===== src/rtl/core/isrps_pkg.sv =====
// Shared types, constants and a helper function for the two-wire register slave
// with PD steering. No dependencies; imported by isrps_ctrl, isrps_dp and the top level.

package isrps_pkg;

    // Bus event codes carried with each input item.
    typedef enum logic [2:0] {
        EV_WR_START = 3'd0,
        EV_BYTE     = 3'd1,
        EV_STOP     = 3'd2,
        EV_RD_START = 3'd3,
        EV_RD_NEXT  = 3'd4
    } event_t;

    // Register file geometry.
    localparam int REG_DEPTH = 256;
    localparam int REG_AW    = 8;
    localparam int REG_DW    = 8;

    // Register addresses used by the steering step.
    localparam logic [REG_AW-1:0] ADDR_PWM_IDLE   = 8'd0;
    localparam logic [REG_AW-1:0] ADDR_DIST_HIGH  = 8'd1;
    localparam logic [REG_AW-1:0] ADDR_DIST_LOW   = 8'd2;
    localparam logic [REG_AW-1:0] ADDR_BASE_SPEED = 8'd3;
    localparam logic [REG_AW-1:0] ADDR_GAIN_PROP  = 8'd4;
    localparam logic [REG_AW-1:0] ADDR_GAIN_DERIV = 8'd5;

    // Write limit per transfer and counter width.
    localparam int               CNT_W     = 6;
    localparam logic [CNT_W-1:0] MAX_BYTES = 6'd40;

    // Reset values.
    localparam logic [7:0] READ_START_VALUE = 8'h33;
    localparam logic [7:0] RESET_SPEED      = 8'd100;
    localparam logic [7:0] RESET_GAIN_PROP  = 8'd50;
    localparam logic [7:0] RESET_GAIN_DERIV = 8'd23;
    localparam logic [7:0] RESET_PWM_B      = 8'd0;

    // Fixed-point constants: 0.0343 in Q16.16, and the saturation bound in
    // numerator units (200 times 655360).
    localparam logic signed [12:0] ERR_SCALE     = 13'sd2248;
    localparam int                 SAT_NUM_LIMIT = 131072000;
    localparam logic [7:0]         SPEED_LIMIT   = 8'd200;
    // Reciprocal of ten in 16 fraction bits, exact for quotients below 2000.
    localparam logic [12:0]        RECIP_TEN     = 13'd6554;

    // Datapath widths.
    localparam int ERR_W  = 28;
    localparam int MAG_W  = 27;
    localparam int DIFF_W = 29;
    localparam int P1_W   = 35;
    localparam int P2_W   = 38;
    localparam int SUM_W  = 40;

    // Register slot that a read fetches during a steering step.
    typedef enum logic [2:0] {
        SEL_HI,
        SEL_LO,
        SEL_SPD,
        SEL_GP,
        SEL_GD,
        SEL_R0
    } rd_sel_t;

    // Controller states.
    typedef enum logic [3:0] {
        ST_IDLE,
        ST_EXEC,
        ST_RD_HI,
        ST_RD_LO,
        ST_RD_SPD,
        ST_RD_GP,
        ST_RD_GD,
        ST_RD_R0,
        ST_ERR,
        ST_DIFF,
        ST_PROD,
        ST_SUM,
        ST_SAT,
        ST_PUSH
    } state_t;

    // Commands from the controller to the datapath.
    typedef struct packed {
        logic    latch;
        logic    exec;
        logic    rd_en;
        rd_sel_t rd_sel;
        logic    calc_err;
        logic    calc_diff;
        logic    calc_prod;
        logic    calc_sum;
        logic    calc_sat;
        logic    push;
    } cmd_t;

    // Status from the datapath to the controller.
    typedef struct packed {
        logic is_stop;
        logic out_free;
    } status_t;

    // Contents of a register file entry that has not been written since reset.
    function automatic logic [REG_DW-1:0] reg_reset_val(input logic [REG_AW-1:0] addr);
        logic [REG_DW-1:0] val;
        val = '0;
        if (addr == ADDR_BASE_SPEED)
        begin
            val = RESET_SPEED;
        end
        else if (addr == ADDR_GAIN_PROP)
        begin
            val = RESET_GAIN_PROP;
        end
        else if (addr == ADDR_GAIN_DERIV)
        begin
            val = RESET_GAIN_DERIV;
        end
        return val;
    endfunction

endpackage


===== src/rtl/core/isrps_ram.sv =====
// Generic single-port-write, single-port-read RAM with a registered read.
// Stand-alone; has no dependencies.

module isrps_ram #(
    parameter int WIDTH = 8,
    parameter int DEPTH = 256
) (
    input  logic                     clk,
    input  logic                     we,
    input  logic [$clog2(DEPTH)-1:0] waddr,
    input  logic [WIDTH-1:0]         wdata,
    input  logic                     re,
    input  logic [$clog2(DEPTH)-1:0] raddr,
    output logic [WIDTH-1:0]         rdata
);

    logic [WIDTH-1:0] mem [DEPTH];

    // Write port and registered read port.
    always_ff @(posedge clk)
    begin
        if (we)
        begin
            mem[waddr] <= wdata;
        end
        if (re)
        begin
            rdata <= mem[raddr];
        end
    end

endmodule


===== src/rtl/core/isrps_ctrl.sv =====
// Controller state machine: sequences event handling and the steering step.
// Depends on isrps_pkg.

module isrps_ctrl
    import isrps_pkg::*;
(
    input  logic    clk,
    input  logic    rst_n,
    input  logic    s_tvalid,
    output logic    s_tready,
    input  status_t status,
    output cmd_t    cmd
);

    state_t state_reg;
    state_t state_next;

    // State register.
    always_ff @(posedge clk or negedge rst_n)
    begin
        if (!rst_n)
        begin
            state_reg <= ST_IDLE;
        end
        else
        begin
            state_reg <= state_next;
        end
    end

    // Next state and commands.
    always_comb
    begin
        state_next = state_reg;
        cmd        = '0;
        cmd.rd_sel = SEL_HI;
        s_tready   = 1'b0;
        case (state_reg)
            ST_IDLE:
            begin
                s_tready  = 1'b1;
                cmd.latch = s_tvalid;
                if (s_tvalid)
                begin
                    state_next = ST_EXEC;
                end
            end
            ST_EXEC:
            begin
                cmd.exec   = 1'b1;
                state_next = status.is_stop ? ST_RD_HI : ST_PUSH;
            end
            ST_RD_HI:
            begin
                cmd.rd_en  = 1'b1;
                cmd.rd_sel = SEL_HI;
                state_next = ST_RD_LO;
            end
            ST_RD_LO:
            begin
                cmd.rd_en  = 1'b1;
                cmd.rd_sel = SEL_LO;
                state_next = ST_RD_SPD;
            end
            ST_RD_SPD:
            begin
                cmd.rd_en  = 1'b1;
                cmd.rd_sel = SEL_SPD;
                state_next = ST_RD_GP;
            end
            ST_RD_GP:
            begin
                cmd.rd_en  = 1'b1;
                cmd.rd_sel = SEL_GP;
                state_next = ST_RD_GD;
            end
            ST_RD_GD:
            begin
                cmd.rd_en  = 1'b1;
                cmd.rd_sel = SEL_GD;
                state_next = ST_RD_R0;
            end
            ST_RD_R0:
            begin
                cmd.rd_en  = 1'b1;
                cmd.rd_sel = SEL_R0;
                state_next = ST_ERR;
            end
            ST_ERR:
            begin
                cmd.calc_err = 1'b1;
                state_next   = ST_DIFF;
            end
            ST_DIFF:
            begin
                cmd.calc_diff = 1'b1;
                state_next    = ST_PROD;
            end
            ST_PROD:
            begin
                cmd.calc_prod = 1'b1;
                state_next    = ST_SUM;
            end
            ST_SUM:
            begin
                cmd.calc_sum = 1'b1;
                state_next   = ST_SAT;
            end
            ST_SAT:
            begin
                cmd.calc_sat = 1'b1;
                state_next   = ST_PUSH;
            end
            ST_PUSH:
            begin
                // Hand the result over once the output register can take it.
                if (status.out_free)
                begin
                    cmd.push   = 1'b1;
                    state_next = ST_IDLE;
                end
            end
            default:
            begin
                state_next = ST_IDLE;
            end
        endcase
    end

endmodule


===== src/rtl/core/isrps_dp.sv =====
// Datapath: register file, address and byte counters, read counter, PD
// arithmetic and the output register. Depends on isrps_pkg and isrps_ram.

module isrps_dp
    import isrps_pkg::*;
(
    input  logic        clk,
    input  logic        rst_n,
    input  logic [2:0]  in_func,
    input  logic [7:0]  in_data,
    input  cmd_t        cmd,
    output status_t     status,
    output logic        m_tvalid,
    input  logic        m_tready,
    output logic [23:0] m_tdata,
    output logic [1:0]  m_tuser
);

    // Latched item.
    logic [2:0] func_reg;
    logic [7:0] data_reg;

    // Architectural state.
    logic [REG_AW-1:0]       waddr_reg,  waddr_next;
    logic [CNT_W-1:0]        cnt_reg,    cnt_next;
    logic [7:0]              ctr_reg,    ctr_next;
    logic signed [ERR_W-1:0] prev_reg,   prev_next;
    logic [7:0]              pwm_a_reg,  pwm_a_next;
    logic [7:0]              pwm_b_reg,  pwm_b_next;
    logic [REG_DEPTH-1:0]    vld_reg;

    // Register file access.
    logic              ram_we;
    logic [REG_AW-1:0] ram_raddr;
    logic [REG_DW-1:0] ram_rdata;
    logic [REG_AW-1:0] raddr_q;
    logic              vld_q;
    logic              pend_reg;
    rd_sel_t           sel_q;
    logic [REG_DW-1:0] rd_value;

    // Operands fetched for the steering step.
    logic [7:0] hi_reg, lo_reg, spd_reg, gp_reg, gd_reg, r0_reg;

    // Arithmetic pipeline registers.
    logic signed [ERR_W-1:0]  err_reg;
    logic [MAG_W-1:0]         mag_reg;
    logic signed [DIFF_W-1:0] diff_reg;
    logic                     err_neg_reg, err_zero_reg;
    logic [P1_W-1:0]          p1_reg;
    logic signed [P2_W-1:0]   p2_reg;
    logic signed [SUM_W-1:0]  sum_reg;

    // Pending result fields.
    logic [7:0] rd_q;
    logic       rv_q;
    logic       upd_q;

    // Output register.
    logic        out_vld_reg;
    logic [23:0] out_data_reg;
    logic [1:0]  out_user_reg;

    // Combinational arithmetic.
    logic signed [15:0]       dist_val;
    logic signed [ERR_W-1:0]  err_prod;
    logic signed [DIFF_W-1:0] diff_val;
    logic signed [ERR_W-1:0]  err_abs;
    logic signed [8:0]        gd_s;
    logic [P1_W-1:0]          p1_val;
    logic signed [P2_W-1:0]   p2_val;
    logic [27:0]              base_term;
    logic signed [SUM_W-1:0]  sum_val;
    logic [10:0]              quot_in;
    logic [23:0]              quot_prod;
    logic [7:0]               speed;

    assign status.is_stop  = (func_reg == EV_STOP);
    assign status.out_free = !out_vld_reg || m_tready;

    assign m_tvalid = out_vld_reg;
    assign m_tdata  = out_data_reg;
    assign m_tuser  = out_user_reg;

    // Map the read slot to its register address.
    always_comb
    begin
        case (cmd.rd_sel)
            SEL_HI:  ram_raddr = ADDR_DIST_HIGH;
            SEL_LO:  ram_raddr = ADDR_DIST_LOW;
            SEL_SPD: ram_raddr = ADDR_BASE_SPEED;
            SEL_GP:  ram_raddr = ADDR_GAIN_PROP;
            SEL_GD:  ram_raddr = ADDR_GAIN_DERIV;
            SEL_R0:  ram_raddr = ADDR_PWM_IDLE;
            default: ram_raddr = ADDR_PWM_IDLE;
        endcase
    end

    // Entries never written since reset read as their reset value.
    assign rd_value = vld_q ? ram_rdata : reg_reset_val(raddr_q);

    isrps_ram #(
        .WIDTH(REG_DW),
        .DEPTH(REG_DEPTH)
    ) u_ram (
        .clk  (clk),
        .we   (ram_we),
        .waddr(waddr_reg),
        .wdata(data_reg),
        .re   (cmd.rd_en),
        .raddr(ram_raddr),
        .rdata(ram_rdata)
    );

    // Event handling: address, byte count and read counter.
    always_comb
    begin
        waddr_next = waddr_reg;
        cnt_next   = cnt_reg;
        ctr_next   = ctr_reg;
        ram_we     = 1'b0;
        if (cmd.exec)
        begin
            case (func_reg)
                EV_WR_START:
                begin
                    cnt_next = '0;
                end
                EV_BYTE:
                begin
                    // The first byte of a transfer sets the address; bytes
                    // past the limit are dropped.
                    if (cnt_reg < MAX_BYTES)
                    begin
                        if (cnt_reg == '0)
                        begin
                            waddr_next = data_reg;
                        end
                        else
                        begin
                            ram_we     = 1'b1;
                            waddr_next = waddr_reg + REG_AW'(1);
                        end
                        cnt_next = cnt_reg + CNT_W'(1);
                    end
                end
                EV_RD_START:
                begin
                    cnt_next = '0;
                    ctr_next = ctr_reg + 8'd1;
                end
                EV_RD_NEXT:
                begin
                    ctr_next = ctr_reg + 8'd1;
                end
                default:
                begin
                    cnt_next = cnt_reg;
                end
            endcase
        end
    end

    // Error, difference, products and sum.
    always_comb
    begin
        dist_val  = $signed({hi_reg, lo_reg});
        err_prod  = ERR_W'(dist_val) * ERR_W'(ERR_SCALE);
        diff_val  = DIFF_W'(err_reg) - DIFF_W'(prev_reg);
        err_abs   = err_reg[ERR_W-1] ? -err_reg : err_reg;
        gd_s      = $signed({1'b0, gd_reg});
        p1_val    = P1_W'(mag_reg) * P1_W'(gp_reg);
        p2_val    = P2_W'(diff_reg) * P2_W'(gd_s);
        base_term = 28'({spd_reg, 19'b0}) + 28'({spd_reg, 17'b0});
        sum_val   = $signed({5'b0, p1_reg}) + SUM_W'(p2_reg) + $signed({12'b0, base_term});
    end

    // Truncating division by 655360 and saturation to the speed range.
    always_comb
    begin
        quot_in   = sum_reg[26:16];
        quot_prod = 24'(quot_in) * 24'(RECIP_TEN);
        if (sum_reg[SUM_W-1])
        begin
            speed = '0;
        end
        else if (sum_reg[SUM_W-2:0] >= (SUM_W-1)'(SAT_NUM_LIMIT))
        begin
            speed = SPEED_LIMIT;
        end
        else
        begin
            speed = quot_prod[23:16];
        end
    end

    // Steering outcome: the error sign picks the driven channel; a zero error changes neither.
    always_comb
    begin
        prev_next  = prev_reg;
        pwm_a_next = pwm_a_reg;
        pwm_b_next = pwm_b_reg;
        if (cmd.calc_diff)
        begin
            prev_next = err_reg;
        end
        if (cmd.calc_sat && !err_zero_reg)
        begin
            if (err_neg_reg)
            begin
                pwm_a_next = speed;
                pwm_b_next = r0_reg;
            end
            else
            begin
                pwm_a_next = r0_reg;
                pwm_b_next = speed;
            end
        end
    end

    // State and control registers.
    always_ff @(posedge clk or negedge rst_n)
    begin
        if (!rst_n)
        begin
            waddr_reg   <= '0;
            cnt_reg     <= '0;
            ctr_reg     <= READ_START_VALUE;
            prev_reg    <= '0;
            pwm_a_reg   <= RESET_SPEED;
            pwm_b_reg   <= RESET_PWM_B;
            vld_reg     <= '0;
            pend_reg    <= 1'b0;
            out_vld_reg <= 1'b0;
        end
        else
        begin
            waddr_reg <= waddr_next;
            cnt_reg   <= cnt_next;
            ctr_reg   <= ctr_next;
            prev_reg  <= prev_next;
            pwm_a_reg <= pwm_a_next;
            pwm_b_reg <= pwm_b_next;
            pend_reg  <= cmd.rd_en;
            if (ram_we)
            begin
                vld_reg[waddr_reg] <= 1'b1;
            end
            if (cmd.push)
            begin
                out_vld_reg <= 1'b1;
            end
            else if (m_tready)
            begin
                out_vld_reg <= 1'b0;
            end
        end
    end

    // Payload registers.
    always_ff @(posedge clk)
    begin
        if (cmd.latch)
        begin
            func_reg <= in_func;
            data_reg <= in_data;
        end
        if (cmd.rd_en)
        begin
            raddr_q <= ram_raddr;
            vld_q   <= vld_reg[ram_raddr];
            sel_q   <= cmd.rd_sel;
        end
        // Read data arrives in the cycle after the request.
        if (pend_reg)
        begin
            case (sel_q)
                SEL_HI:  hi_reg  <= rd_value;
                SEL_LO:  lo_reg  <= rd_value;
                SEL_SPD: spd_reg <= rd_value;
                SEL_GP:  gp_reg  <= rd_value;
                SEL_GD:  gd_reg  <= rd_value;
                SEL_R0:  r0_reg  <= rd_value;
                default: r0_reg  <= rd_value;
            endcase
        end
        if (cmd.exec)
        begin
            rv_q  <= (func_reg == EV_RD_START) || (func_reg == EV_RD_NEXT);
            rd_q  <= ((func_reg == EV_RD_START) || (func_reg == EV_RD_NEXT)) ? ctr_reg : 8'd0;
            upd_q <= 1'b0;
        end
        if (cmd.calc_err)
        begin
            err_reg <= err_prod;
        end
        if (cmd.calc_diff)
        begin
            diff_reg     <= diff_val;
            mag_reg      <= err_abs[MAG_W-1:0];
            err_neg_reg  <= err_reg[ERR_W-1];
            err_zero_reg <= (err_reg == '0);
        end
        if (cmd.calc_prod)
        begin
            p1_reg <= p1_val;
            p2_reg <= p2_val;
        end
        if (cmd.calc_sum)
        begin
            sum_reg <= sum_val;
        end
        if (cmd.calc_sat)
        begin
            upd_q <= !err_zero_reg;
        end
        if (cmd.push)
        begin
            out_data_reg <= {pwm_b_reg, pwm_a_reg, rd_q};
            out_user_reg <= {upd_q, rv_q};
        end
    end

endmodule


===== src/rtl/core/i2c_register_slave_pd_steering_top.sv =====
// Top level of the two-wire register slave with PD steering.
// Depends on isrps_pkg, isrps_ctrl and isrps_dp.
//
//   Channel  Direction  Payload
//   s_*      in         tuser: func[2:0]; tdata: data_in[7:0]
//   m_*      out        tdata: read_data, pwm_a, pwm_b; tuser: read_valid, pwm_update
//
// A stop event goes through decode, six reads of the single register file read port,
// five arithmetic steps and hand-over to the output register; other events go through
// decode and hand-over only. The input takes no new item until hand-over is done.
// Reset sets the initial values at once; there is no clearing pass, as entries not yet
// written read their reset value. The next item is taken while a result still waits;
// a stalled output holds the block only when a second result is ready.

module i2c_register_slave_pd_steering_top
    import isrps_pkg::*;
(
    input  logic        clk,
    input  logic        rst_n,
    input  logic        s_tvalid,
    output logic        s_tready,
    input  logic [7:0]  s_tdata,   // [7:0] data_in
    input  logic [2:0]  s_tuser,   // [2:0] func
    output logic        m_tvalid,
    input  logic        m_tready,
    output logic [23:0] m_tdata,   // [7:0] read_data, [15:8] pwm_a, [23:16] pwm_b
    output logic [1:0]  m_tuser    // [0] read_valid, [1] pwm_update
);

    cmd_t    cmd;
    status_t status;

    // Sequencer.
    isrps_ctrl u_ctrl (
        .clk     (clk),
        .rst_n   (rst_n),
        .s_tvalid(s_tvalid),
        .s_tready(s_tready),
        .status  (status),
        .cmd     (cmd)
    );

    // Storage, arithmetic and output register.
    isrps_dp u_dp (
        .clk     (clk),
        .rst_n   (rst_n),
        .in_func (s_tuser),
        .in_data (s_tdata),
        .cmd     (cmd),
        .status  (status),
        .m_tvalid(m_tvalid),
        .m_tready(m_tready),
        .m_tdata (m_tdata),
        .m_tuser (m_tuser)
    );

endmodule


===== config.mk =====
export PLATFORM = sky130hd
export DESIGN_NAME = i2c_register_slave_pd_steering_top
export DESIGN_NICKNAME = d
export VERILOG_FILES = /design/src/rtl/core/isrps_pkg.sv /design/src/rtl/core/isrps_ram.sv /design/src/rtl/core/isrps_ctrl.sv /design/src/rtl/core/isrps_dp.sv /design/src/rtl/core/i2c_register_slave_pd_steering_top.sv
export SDC_FILE = /design/constraint.sdc
export NUM_CORES = 2
export LEC_CHECK = 0
export BUFFER_PORTS_ARGS = -buffer_cell sky130_fd_sc_hd__buf_2
export CAP_MARGIN = 10
export CORE_MARGIN = 2
export CORE_UTILIZATION = 25
export CTS_CLUSTER_DIAMETER = 30
export DETAILED_ROUTE_END_ITERATION = 8
export MAX_ROUTING_LAYER = met4
export PLACE_DENSITY = 0.48
export REMOVE_ABC_BUFFERS = 1
export SETUP_SLACK_MARGIN = 0.1
export SLEW_MARGIN = 20
export SYNTH_ARGS = -nofsm -noshare
export SYNTH_HDL_FRONTEND = slang
export SYNTH_SLANG_ARGS = --single-unit

===== constraint.sdc =====
create_clock -name clk -period 6.1 [get_ports clk]
set_clock_uncertainty 0.05 [all_clocks]
set_input_delay 0.61 -clock clk [delete_from_list [all_inputs] [get_ports clk]]
set_output_delay 0.61 -clock clk [all_outputs]
set_load 0.005 [all_outputs]

# After elaboration in Yosys (flattened, before gate mapping)
# Memory sizes are Yosys's and may differ from the RTL's. A register that Yosys moved wholly into a read port is not among the register bits.
# Cells that the tools add are included.
dict set report totals {
  register_bits 628
  latchBits 0
  mem_bits_rw 2048
  rom_bits 0
  input_bits 15
  out_inout_bits 28
  word_cells 156
  mem_count 1
}
dict set report classes {
  add_sub_neg 8
  mul 4
  div 0
  n_lt_le_gt_ge 5
  n_eq_ne 31
  shifts 0
  n_mux 42
  bitwise 2
  n_reduce_logical 28
}
# name words word_bits read_ports rd_clocked_by_memory_dff write_ports line_no
set memory_table {}
lappend memory_table {u_dp.u_ram.mem 256 8 1 1 1 isrps_ram.sv:17} ;# logic [WIDTH-1:0] mem [DEPTH];
# cell count
set op_table {}
lappend op_table {{$or A256 B256 Y256} 1}
lappend op_table {{$mux W8} 8}
lappend op_table {{$pmux W4 S14} 1}
lappend op_table {{$add A40 B29 Y40} 1}
lappend op_table {{$add A36 B38 Y39} 1}
lappend op_table {{$ge A39 B27 Y1 const B} 1}
lappend op_table {{$mul A29 B9 Y38} 1}
lappend op_table {{$mul A27 B8 Y35} 1}
lappend op_table {{$sub A28 B28 Y29} 1}
lappend op_table {{$add A27 B25 Y28} 1}
lappend op_table {{$logic_not A28 Y1} 1}
lappend op_table {{$mux W27} 1}
lappend op_table {{$neg A27 Y27} 1}
lappend op_table {{$mul A16 B10 Y25 const B} 1}
lappend op_table {{$eq A4 B4 Y1 const B} 6}
lappend op_table {{$pmux W4 S6} 1}
lappend op_table {{$mul A11 B12 Y23 const B} 1}
lappend op_table {{$mux W1} 22}
lappend op_table {{$eq A3 B2 Y1 const B} 6}
lappend op_table {{$add A8 B1 Y8 const B} 2}
lappend op_table {{$eq A4 B3 Y1 const B} 4}
lappend op_table {{$eq A8 B3 Y1 const B} 2}
lappend op_table {{$reduce_and A2 Y1} 8}
lappend op_table {{$pmux W3 S5} 1}
lappend op_table {{29 further kinds} 46}

# Longest topological paths before layout
dict set report logic_depth {
  ltp_word 7
  depth_mapped 23
  ltp_nobuf 22
}

# By module
# From an unflattened synthesis, not the netlist that was laid out.
dict set report unflattened {
  cells_unflattened 7134
  area_unflattened_um2 114066.9
}
# mod n_inst cells_per_inst area_per_inst_um2 seq_area_each_um2
set modules_own_cells {}
lappend modules_own_cells {isrps_ram 1 3733 79636.4 61739.2}
lappend modules_own_cells {isrps_dp 1 3357 34076.4 10283.6}
lappend modules_own_cells {isrps_ctrl 1 44 354.1 100.1}

# Worst setup path after synthesis
# No wires, ideal clock.
dict set report synth_timing {
  path_type {register -> register}
  startpoint {register u_dp.gp_reg[7]}
  endpoint {register u_dp.p1_reg[31], data pin}
  setup_time_ns 0.268
  arrival_ns 5.670
  required_time_ns 5.782
  slack_ns 0.112
  path_stages_with_launch 21
  path_buffers 1
  synth_period_minus_slack_ns 5.988
  path_cell_list {edfxtp_1 clkbuf_1 nand2_1 fa_1 fa_1 inv_1 fa_1 inv_1 fa_1 inv_1 ha_1 o21a_1 o311a_4 a2111oi_4 o31ai_2 a31o_2 a221o_1 a31o_1 a311o_1 nand4b_1 o311ai_1}
}
dict set report synth_between {
  elab_chain_cells 1
}
# item line_no
set synth_lines {}
lappend synth_lines {{from (decl)} isrps_dp.sv:43} ;# logic [7:0] hi_reg, lo_reg, spd_reg, gp_reg, gd_reg, r0_reg;
lappend synth_lines {{from (signal assigned)} isrps_dp.sv:282} ;# SEL_GP: gp_reg <= rd_value;
lappend synth_lines {{$mul A27 B8 Y35} isrps_dp.sv:172} ;# p1_val = P1_W'(mag_reg) * P1_W'(gp_reg);
lappend synth_lines {{net u_dp.p1_val[31]} isrps_dp.sv:70} ;# logic [P1_W-1:0] p1_val;
lappend synth_lines {{to (signal assigned)} isrps_dp.sv:307} ;# p1_reg <= p1_val;
lappend synth_lines {{to (decl)} isrps_dp.sv:50} ;# logic [P1_W-1:0] p1_reg;
# The timed path passes the listed nets, and every way through them passes these cells.
# A chain may end at the register's enable or synchronous reset.

# Final worst setup path
dict set report layout_timing {
  startpoint {register u_dp.gp_reg[3]}
  endpoint {register u_dp.p1_reg[31], data pin}
}
# Same word-level chain as after synthesis.

==> metrics.csv <==
metric,value,unit
hpwl,68100,um
criticalPathCategory,flip-flop to flip-flop,
cp_cell_sequence,buf_4 > and2_1 > fa_1 > inv_1 > fa_1 > fa_1 > fa_1 > inv_1 > ha_4 > a211oi_2 > o211ai_1 > a2111oi_4 > o31ai_2 > a31o_2 > a221o_1 > a31o_1 > a311o_1 > nand4b_1 > o311ai_2,
netlist_area,0.0364,mm2
critical_path_required,6430,ps
io_buffers,42,
muxShareOfSynthArea,1.09,%
synth_top_family_by_area,adder cells,
worst_pin_slew,1070,ps
grt_pass1_wl,140000,um
synth-simple-area-share,13.5,%
max_stage_delay,560,ps
synth_top_cell_area_share,28.0,%
largest_reg_flops,48,
cts-root-buf,clkbuf_16,
crit_top_cell,fa_1,
synthAdderAreaFrac,31.3,%
wl,85800,um
avgSynthCellArea,10.3,um2
first_pass_iters,5,
clk_latency,670,ps
grt_max_degree,75,
rsz0062_at_grt,yes,
hold-path-cell-count,1,
final_layout_size_suffix_gt1_share,9.25,%
synthArstFlopShare,18.1,%
ys_seq_area_share,33.2,%
ys_ff_latch,414,
crit_arrival,6110,ps
fin_crit,5780,ps
synthTopCellsByArea,"edfxtp_1 (28%), fa_1 (20%), ha_1 (12%), inv_1 (6.4%), and2_1 (4.7%)",
hp-class,input port to flip-flop,
htree_levels,3,
yosysUniqueCellTypes,81,
cts.path.max_buffers,3,
setup_slack,319,ps
slew_viol_final,0,
synth-xor-area-share,4.55,%
nets,4387,
coreArea,0.144,mm2
cp_max_fo,8,
track_usage,12.2,%
status,finished clean,
synth_common_cells,"inv_1 (624), fa_1 (358), edfxtp_1 (339), ha_1 (336), nand2_1 (307)",
synth.most_common_cell,inv_1,
relSlewSlack,28.1,%
dieArea,0.149,mm2
drc_errors,0,
r2r_setup_slack,320,ps
setup_viol,0,
clk_pin_slew,50,ps
r2r_end,u_dp.p1_reg[31],
worstSetupStartpointType,flip-flop,
synth_area_leader_cell,edfxtp_1,
syn2layout_area_growth,17.7,%
synth_edf_count,339,
first_global_vias,25400,
postSynthCellCount,3528,
ys.flop_type,edfxtp_1,
num_rows,139,
die_h,385,um
worst_setup_path_end_kind,flip-flop,
regToRegStartpoint,u_dp.gp_reg[3],
pre_cts_ws,52.1,ps
antenna_found_initial,2,
cts_tree,done,
vias_per_cell,4.24,
critPathTopFamily,adder cells,
finalSetupTns,0,ps
postRouteAntennaNets,0,
io_pins,43,
initial_core_util,25.3,%
vias,24000,
min_period_over_period,94.8,%
drt_iter0_drc,1102,
hold_path_startpoint,s_tdata[6],
wl_per_cell,15.2,um
clock_sinks,414,
cpMaxStageDelayCell,fa_1,
hold_viol_final,0,
maxCapViolations,0,
path_buf_inv,3,
clock.fmax,173,MHz
reg2reg_depth,19,
place_congestion,0.822,
dieWidth,385,um
fin_util,29.7,%
synth-compound-area-share,9.21,%
cts_made_buffers,91,
grt-ovfl-total,0,
ys.warnings.count,0,
holdPathEnd,u_dp.data_reg[6],
==> cell families after synthesis <==
| group | Yosys count |
|---|---|
| buffers and inverters | 698 |
| and+or+nand+nor | 976 |
| DFF | 414 |
| xor gates and xnor gates | 189 |
| AOI/OAI and AO/OA | 529 |
| muxes | 28 |
| adders and majority gates | 694 |
==> per-layer routing <==
layer,routed length [um],up-vias,share of wire [%],global-route usage (%)
met1,41000,11700,48,15.9
met4,2010,0,2.3,3.55
li1,-,12000,-,-
met2,40400,237,47,19.7
met3,2340,124,2.7,1.59
met5,0,-,0,-
==> worst max-delay path by stage <==
stage	from	endpoint	depth (start not counted)
3_5_place_dp	u_dp.mag_reg[8]	u_dp.p1_reg[31]	18
3_3_place_gp	u_dp.mag_reg[8]	u_dp.p1_reg[33]	18
2_1_floorplan	u_dp.gp_reg[7]	u_dp.p1_reg[31]	19
5_1_grt	u_dp.p1_reg[3]	u_dp.sum_reg[35]	23
4_1_cts	u_dp.mag_reg[5]	u_dp.p1_reg[31]	19
6_report	u_dp.gp_reg[3]	u_dp.p1_reg[31]	19
==> timing repair <==
action | CTS | global route
gates resized for setup | 0 | 20
hold endpoints to repair | 22 | 0
setup endpoints to repair | 2 | 14
hold buffers | 4 | 0
pin swaps | 0 | 13
buffers inserted | 10 | 10
==> cell type report <==
type / instances / area (um2)
fill: 15000 / 101000
timing repair buffer: 130 / 941
clock inverter: 67 / 953
sequential: 414 / 12100
antenna: 1 / 2.50
multi-input combinational: 2416 / 21800
clock buffer: 101 / 2310
inverter: 625 / 2350
tap: 1903 / 2380
==> metrics by stage <==
step | std cells | hold WS [ps] | cell area [um2]
2_1_floorplan | 3455 | 264 | 36100
3_3_place_gp | 5464 | 357 | 39200
3_5_place_dp | 5464 | 356 | 39200
4_1_cts | 5646 | 1.35 | 42600
5_1_grt | 5656 | 29.1 | 42800
6_report | 5657 | 60.6 | 42800
==> cells in the final DEF (no fill, tap or decap), types with 9 or more instances in the layout <==
cell type and instances:
a21oi_1 153, clkinvlp_4 13, o21bai_1 13, edfxtp_1 339, fa_1 358, mux2i_1 17, bufinv_16 15, inv_1 624
nand2_1 306, and2_1 275, clkbuf_16 91, mux4_2 9, o21a_1 26, ha_1 334, o21ai_0 132, o31ai_1 25
nor2_1 149, and3_1 19, clkinv_2 12, xnor2_1 138, o211ai_1 10, nand2b_1 25, dfrtp_1 68, nor2b_1 28
a211oi_1 16, a31oi_1 16, nand4_1 18, or3_1 12, clkinv_4 12, nand3_1 44, a21o_1 55, nor4_1 19
clkbuf_1 10, xor2_1 51, buf_4 79, or2_2 16, buf_2 41, nor3_1 36
Power is left out: the tool's default activity adds up to more than one toggle a clock period on the data nets, which glitch-free logic cannot reach.
